File: src/design/inverse_arx_double_round_assert.svh
// Assertion macros for the inverse ARX double round.
// Each macro expects clk and rst in scope at the point of use.
`ifndef INVERSE_ARX_DOUBLE_ROUND_ASSERT_SVH
`define INVERSE_ARX_DOUBLE_ROUND_ASSERT_SVH

`ifndef ASSERT_OFF
// Same-cycle implication.
`define IADR_ASSERT_IMPL(lbl, ante, cons, msg) \
  lbl: assert property (@(posedge clk) disable iff (rst) (ante) |-> (cons)) \
    else $error(msg);
// Next-cycle implication.
`define IADR_ASSERT_NEXT(lbl, ante, cons, msg) \
  lbl: assert property (@(posedge clk) disable iff (rst) (ante) |=> (cons)) \
    else $error(msg);
`else
`define IADR_ASSERT_IMPL(lbl, ante, cons, msg)
`define IADR_ASSERT_NEXT(lbl, ante, cons, msg)
`endif

`endif

File: src/design/iadr_pkg.sv
`timescale 1ns / 1ps

package iadr_pkg;

  typedef logic [31:0] word_t;
  typedef word_t [15:0] state_t;  // word k in bits 32k+31..32k
  typedef logic [3:0]  widx_t;
  typedef logic [4:0]  rot_t;
  typedef logic [2:0]  gsel_t;    // {layer, group}

  // Rotation amounts for the two halves of an inverse quarter round.
  localparam rot_t ROT_B_FIRST  = 5'd7;
  localparam rot_t ROT_D_FIRST  = 5'd8;
  localparam rot_t ROT_B_SECOND = 5'd12;
  localparam rot_t ROT_D_SECOND = 5'd16;

  localparam logic LAYER_DIAG  = 1'b0;
  localparam logic LAYER_COL   = 1'b1;
  localparam logic HALF_FIRST  = 1'b0;
  localparam logic HALF_SECOND = 1'b1;

  // Word groups (a,b,c,d); entries 0..3 diagonals, 4..7 columns.
  localparam widx_t GRP_A [8] = '{4'd3, 4'd2, 4'd1, 4'd0, 4'd3, 4'd2, 4'd1, 4'd0};
  localparam widx_t GRP_B [8] = '{4'd4, 4'd7, 4'd6, 4'd5, 4'd7, 4'd6, 4'd5, 4'd4};
  localparam widx_t GRP_C [8] = '{4'd9, 4'd8, 4'd11, 4'd10, 4'd11, 4'd10, 4'd9, 4'd8};
  localparam widx_t GRP_D [8] = '{4'd14, 4'd13, 4'd12, 4'd15, 4'd15, 4'd14, 4'd13, 4'd12};

  function automatic word_t rotr(word_t v, rot_t n);
    logic [63:0] dbl;
    dbl = {v, v} >> n;
    return dbl[31:0];
  endfunction

  // One half of the inverse quarter round on all four groups of a layer.
  // Groups of one layer are disjoint, so they work side by side.
  function automatic state_t half_layer(state_t s, logic layer, logic half);
    state_t r;
    rot_t   rb;
    rot_t   rd;
    gsel_t  sel;
    widx_t  ia;
    widx_t  ib;
    widx_t  ic;
    widx_t  id;
    word_t  nb;
    r  = s;
    rb = (half == HALF_SECOND) ? ROT_B_SECOND : ROT_B_FIRST;
    rd = (half == HALF_SECOND) ? ROT_D_SECOND : ROT_D_FIRST;
    for (int g = 0; g < 4; g++) begin
      sel   = {layer, 2'(g)};
      ia    = GRP_A[sel];
      ib    = GRP_B[sel];
      ic    = GRP_C[sel];
      id    = GRP_D[sel];
      nb    = rotr(s[ib], rb) ^ s[ic];
      r[ib] = nb;
      r[ic] = s[ic] - s[id];
      r[id] = rotr(s[id], rd) ^ s[ia];
      r[ia] = s[ia] - nb;
    end
    return r;
  endfunction

endpackage

File: src/design/iadr_stage.sv
`timescale 1ns / 1ps

// One pipeline register for the 512-bit block with valid/ready flow control.
module iadr_stage (
  input  logic             clk,
  input  logic             rst,
  input  logic             in_valid,
  output logic             in_ready,
  input  iadr_pkg::state_t in_data,
  output logic             out_valid,
  input  logic             out_ready,
  output iadr_pkg::state_t out_data
);

  logic             valid;
  iadr_pkg::state_t data;

  assign in_ready  = !valid || out_ready;
  assign out_valid = valid;
  assign out_data  = data;

  always_ff @(posedge clk) begin
    if (rst) begin
      valid <= 1'b0;
    end else if (in_ready) begin
      valid <= in_valid;
    end
  end

  always_ff @(posedge clk) begin
    if (in_ready && in_valid) begin
      data <= in_data;
    end
  end

endmodule

File: src/design/inverse_arx_double_round.sv
// Inverse ARX double round: an accepted block is registered in every stage before m_axis.
// Throughput one block per cycle while the sink holds m_axis_tready high; four-stage
// pipeline, one half quarter-round layer (one 32-bit subtract after a rotate/xor) per stage.
// Reset (rst, synchronous, active high) clears the stage valid bits only;
// no block state is kept, data registers are not reset.
`timescale 1ns / 1ps

module inverse_arx_double_round (
  input  logic         clk,
  input  logic         rst,
  input  logic         s_axis_tvalid,
  output logic         s_axis_tready,
  // in_words_0_1, in_words_2_3, ..., in_words_14_15, 64 bits each from bit 0
  input  logic [511:0] s_axis_tdata,
  output logic         m_axis_tvalid,
  input  logic         m_axis_tready,
  // out_words_0_1, out_words_2_3, ..., out_words_14_15, 64 bits each from bit 0
  output logic [511:0] m_axis_tdata
);

  // Pipeline:
  //   stage 1  first half of the four inverse diagonal quarter rounds
  //   stage 2  second half of the diagonals
  //   stage 3  first half of the four inverse column quarter rounds
  //   stage 4  second half of the columns; this register drives m_axis
  // Each stage accepts when empty or when its downstream takes its transaction,
  // so a stalled output freezes only the stages that are full.

  iadr_pkg::state_t in_state;
  iadr_pkg::state_t d1_next, d2_next, d3_next, d4_next;
  iadr_pkg::state_t d1, d2, d3, d4;
  logic             v1, v2, v3;
  logic             r2, r3, r4;

  // Fields pack word 2k low, 2k+1 high, matching the packed word array.
  assign in_state = s_axis_tdata;

  assign d1_next = iadr_pkg::half_layer(in_state, iadr_pkg::LAYER_DIAG, iadr_pkg::HALF_FIRST);
  assign d2_next = iadr_pkg::half_layer(d1, iadr_pkg::LAYER_DIAG, iadr_pkg::HALF_SECOND);
  assign d3_next = iadr_pkg::half_layer(d2, iadr_pkg::LAYER_COL, iadr_pkg::HALF_FIRST);
  assign d4_next = iadr_pkg::half_layer(d3, iadr_pkg::LAYER_COL, iadr_pkg::HALF_SECOND);

  iadr_stage u_stage1 (
    .clk       (clk),
    .rst       (rst),
    .in_valid  (s_axis_tvalid),
    .in_ready  (s_axis_tready),
    .in_data   (d1_next),
    .out_valid (v1),
    .out_ready (r2),
    .out_data  (d1)
  );

  iadr_stage u_stage2 (
    .clk       (clk),
    .rst       (rst),
    .in_valid  (v1),
    .in_ready  (r2),
    .in_data   (d2_next),
    .out_valid (v2),
    .out_ready (r3),
    .out_data  (d2)
  );

  iadr_stage u_stage3 (
    .clk       (clk),
    .rst       (rst),
    .in_valid  (v2),
    .in_ready  (r3),
    .in_data   (d3_next),
    .out_valid (v3),
    .out_ready (r4),
    .out_data  (d3)
  );

  // Output register.
  iadr_stage u_stage4 (
    .clk       (clk),
    .rst       (rst),
    .in_valid  (v3),
    .in_ready  (r4),
    .in_data   (d4_next),
    .out_valid (m_axis_tvalid),
    .out_ready (m_axis_tready),
    .out_data  (d4)
  );

  assign m_axis_tdata = d4;

  `include "inverse_arx_double_round_assert.svh"

  // A ready sink lets every stage advance, so the input is never blocked.
  `IADR_ASSERT_IMPL(a_ready_chain, m_axis_tready, s_axis_tready, "input blocked with sink ready")
  // Full pipe with a stalled sink must refuse new transactions.
  `IADR_ASSERT_IMPL(a_full_stall, v1 && v2 && v3 && m_axis_tvalid && !m_axis_tready, !s_axis_tready, "accept while full and stalled")
  // An accepted transaction lands in stage 1.
  `IADR_ASSERT_NEXT(a_accept_lands, s_axis_tvalid && s_axis_tready, v1, "accepted block lost")

endmodule

File: config.mk
export PLATFORM = sky130hd
export DESIGN_NAME = inverse_arx_double_round
export DESIGN_NICKNAME = d
export VERILOG_FILES = /design/src/design/iadr_pkg.sv /design/src/design/iadr_stage.sv /design/src/design/inverse_arx_double_round.sv
export VERILOG_INCLUDE_DIRS = /design/src /design/src/design
export SDC_FILE = /design/constraint.sdc
export NUM_CORES = 2
export LEC_CHECK = 0
export BUFFER_PORTS_ARGS = -buffer_cell sky130_fd_sc_hd__buf_2
export CAP_MARGIN = 10
export CORE_MARGIN = 8
export CORE_UTILIZATION = 36
export DETAILED_ROUTE_END_ITERATION = 10
export GPL_TIMING_DRIVEN = 0
export SYNTH_ARGS = -nofsm -noshare
export SYNTH_HDL_FRONTEND = slang
export SYNTH_SLANG_ARGS = --single-unit
export TNS_END_PERCENT = 50
File: constraint.sdc
create_clock -name clk -period 128.6 [get_ports clk]
set_input_delay 6.43 -clock clk [delete_from_list [all_inputs] [get_ports clk]]
set_output_delay 6.43 -clock clk [all_outputs]
set_load 0.02 [all_outputs]
==> results_dict.tcl <==
set metrics [dict create \
    synth-seq-area-share_pct 49.98 \
    maxSlewViolCount 3 \
    clockBufferDepth 4 \
    synthCells 11070 \
    min_period_ns 14.09 \
    hp-class "reg -> reg" \
    fin_skew_ns 0.08306 \
    setup-tns-final_ns 0 \
    cts_made_buffers 230 \
    startpoint "m_axis_tready" \
    yosysUniqueCellTypes 89 \
    p_leak_nw 58.87 \
    cts_tree "done" \
    grt_pass1_vias 85690 \
    postRouteAntennaNets 0 \
    drtPass1Iterations 6 \
    synth_top_area_share_pct 49.92 \
    wl_met2_mm 232.4 \
    syn_avg_cell_area_um2 11.13 \
    drc 0 \
    root_buffer "clkbuf_16" \
    crit_type "in -> out" \
    place_congestion 1.021 \
    cp_max_fo 5 \
    hp-start "u_stage2.out_valid$_SDFFE_PP0P_" \
    area_growth_pct 16.73 \
    placementRows 215 \
    first_iter_violations 10210 \
    coreArea_um2 341900 \
    io_pins 1030 \
    yosysTopAreaCell "edfxtp_1" \
    status "finished, violations left" \
    drive_above_1_share_pct 12.55 \
    finalCritPeriodShare_pct 10.96 \
    die_h_um 601 \
    dieWidth_um 601 \
    worst_slew_margin_rel_pct -1.146 \
    power.density_nw_per_um2 18.40 \
    startpoint_type "input pin" \
    grt_pass1_wl_mm 689.7 \
    place_hpwl_mm 448.6 \
    wl_met1_mm 211.5 \
    fillCellCount 32970 \
    violations "capacitance limit, slew limit" \
    hold_buffers 0 \
    required_ns 122.17 \
    clk_pin_slew_worst_paths_ns 0.05 \
    rsz0062_at_grt "false" \
    via_per_inst 5.287 \
    grt_use_total_pct 27.41 \
    syn_area_um2 123200 \
    fmax_mhz 70.97 \
    dr_total_vias 90900 \
    synth_flop_cell "edfxtp_1" \
    maxUsedRoutingLayer "met5" \
    grt_overflow_total 0 \
    dp.cells 16720 \
    num-nets-final 13630 \
    grt_max_degree 39 \
    end_kind "output pin" \
    antenna_found_initial 78 \
    hold_viol 0 \
    async_reset_ff_share_pct 0 \
    arrival_ns 7.66 \
    synth-edff-count 2048 \
    cts_resized 0 \
    syn_nets 12310 \
    tightest_slew_ns 1.512 \
    r2r_start "u_stage1.out_data[256]$_DFFE_PP_" \
    io_buffers 1007 \
    clock_latency_ns 0.98 \
    die_area_um2 361200 \
    cts_setup_buffers 0 \
    vdd_drop_max_uv 12.92 \
    fin_cells 17190 \
    maxCapViolations 1 \
    cts_num_sinks 2052 \
    yosysWarnings 0 \
    ys_top_cells_by_area "edfxtp_1 50%, xor2_1 8.0%, xnor2_1 7.7%" \
    routed_wl_mm 518.6 \
    wl_per_cell_um 30.16 \
    synth_seq_cells 2052 \
    start_util_pct 36.03 \
    finalSetupViolations 0 \
    htreeDepth 4 \
    met3WireLength_mm 40.32 \
]
## cell usage in the layout (no fill, tap or decap), types with 139 or more instances in the layout
cell / instances
clkbuf_1: 156
nand3_1: 169
xnor2_1: 1075
a21o_1: 325
clkbuf_16: 232
nor2b_1: 139
a21oi_1: 676
inv_1: 1331
edfxtp_1: 2048
nor2_1: 652
buf_2: 1008
nand2_1: 505
o21ai_0: 428
ha_1: 688
xor2_1: 1123
maj3_1: 238
## per-layer routing
layer,GRT usage [%],vias to the layer above
li1,-,41830
met1,35.72,44040
met2,43.66,4168
met3,4.493,840
met4,14.88,26
met5,0,-
## area by class of cell
type / count / area (um2) / area share (%)
antenna: 58 / 145.1 / 0.1009
buffer: 138 / 519.2 / 0.3610
clock buffer: 253 / 5884 / 4.092
clock inverter: 165 / 2067 / 1.437
inverter: 1331 / 4996 / 3.474
multi-input combinational: 7552 / 56190 / 39.07
sequential: 2052 / 61580 / 42.82
tap: 4557 / 5702 / 3.965
timing repair buffer: 1087 / 6734 / 4.682
## sequential cells by signal (all words and copies together), names as in the netlist
signal,flops
u_stage3.out_data,512
u_stage1.out_data,512
u_stage3.out_valid,1
u_stage4.out_data,512
u_stage2.out_valid,1
u_stage4.out_valid,1
u_stage2.out_data,512
u_stage1.out_valid,1
## worst paths after layout
path | cells past startpoint | slack, ns | endpoint
worst max-delay path | 5 | 114.51 | s_axis_tready
worst min-delay path | 2 | 0.49 | u_stage3.out_valid$_SDFFE_PP0P_
worst max register to register | 14 | 122.84 | u_stage2.out_data[84]$_DFFE_PP_
worst min register to register | 2 | 0.49 | u_stage3.out_valid$_SDFFE_PP0P_
## cell families (layout without fill, tap and decap cells)
| family | Yosys count | count (layout) | share of synthesized area (%) |
|---|---|---|---|
| compound gates | 2298 | 2298 | 12.03 |
| xor+xnor | 2222 | 2222 | 16.00 |
| fa+ha+maj | 969 | 969 | 9.541 |
| buf+inv | 1469 | 2974 | 4.477 |
| flops | 2052 | 2052 | 49.98 |
| mux | 5 | 5 | 0.04062 |
| other cells | 0 | 58 | 0 |
| simple gates | 2058 | 2058 | 7.933 |
## worst max-delay path: stages
cell and delay, ns:
buf_2 0.11, nor2b_1 0.44, and3_1 0.39, nand2_1 0.11, buf_2 0.18
## cell usage after synthesis, types with 35 or more instances
library cell / count
nand3_1: 169
inv_1: 1331
xor2_1: 1124
o31ai_1: 52
nand2_1: 505
a31oi_1: 124
a211oi_1: 46
nand4_1: 57
edfxtp_1: 2048
clkbuf_1: 135
ha_1: 688
and2_1: 88
nor2_1: 652
a21o_1: 325
a21boi_0: 76
and3_1: 81
o21a_1: 73
a21oi_1: 677
a31o_2: 35
maj3_1: 238
o2111ai_1: 38
xnor2_1: 1080
o21ai_0: 428
o21bai_1: 99
nand2b_1: 124
nor3_1: 96
nor2b_1: 141
or2_2: 45
## power breakdown
part	internal [mW]	leakage (nW)	switching (mW)	total [mW]
combinational	0.329	35.8	0.636	0.965
sequential	0.880	19.2	0.0998	0.980
clock	0.408	3.84	0.294	0.702
## per-stage QoR
| stage | power (mW) | cell area [um2] | worst slack, ns | hold WS, ns | util (%) |
|---|---|---|---|---|---|
| 4_1_cts | 2.637 | 143700 | 114.50 | 0.4938 | 42.02 |
| 3_5_place_dp | 1.929 | 135700 | 114.49 | 0.4751 | 39.69 |
| 5_1_grt | 2.736 | 143800 | 114.37 | 0.5295 | 42.05 |
| 2_1_floorplan | 1.539 | 123200 | 83.16 | 0.4440 | - |
| 3_3_place_gp | 1.962 | 133900 | 63.39 | 0.4625 | 39.18 |
| 6_report | 2.647 | 143800 | 114.51 | 0.4914 | 42.06 |
(Power assumes the default switching activity.)
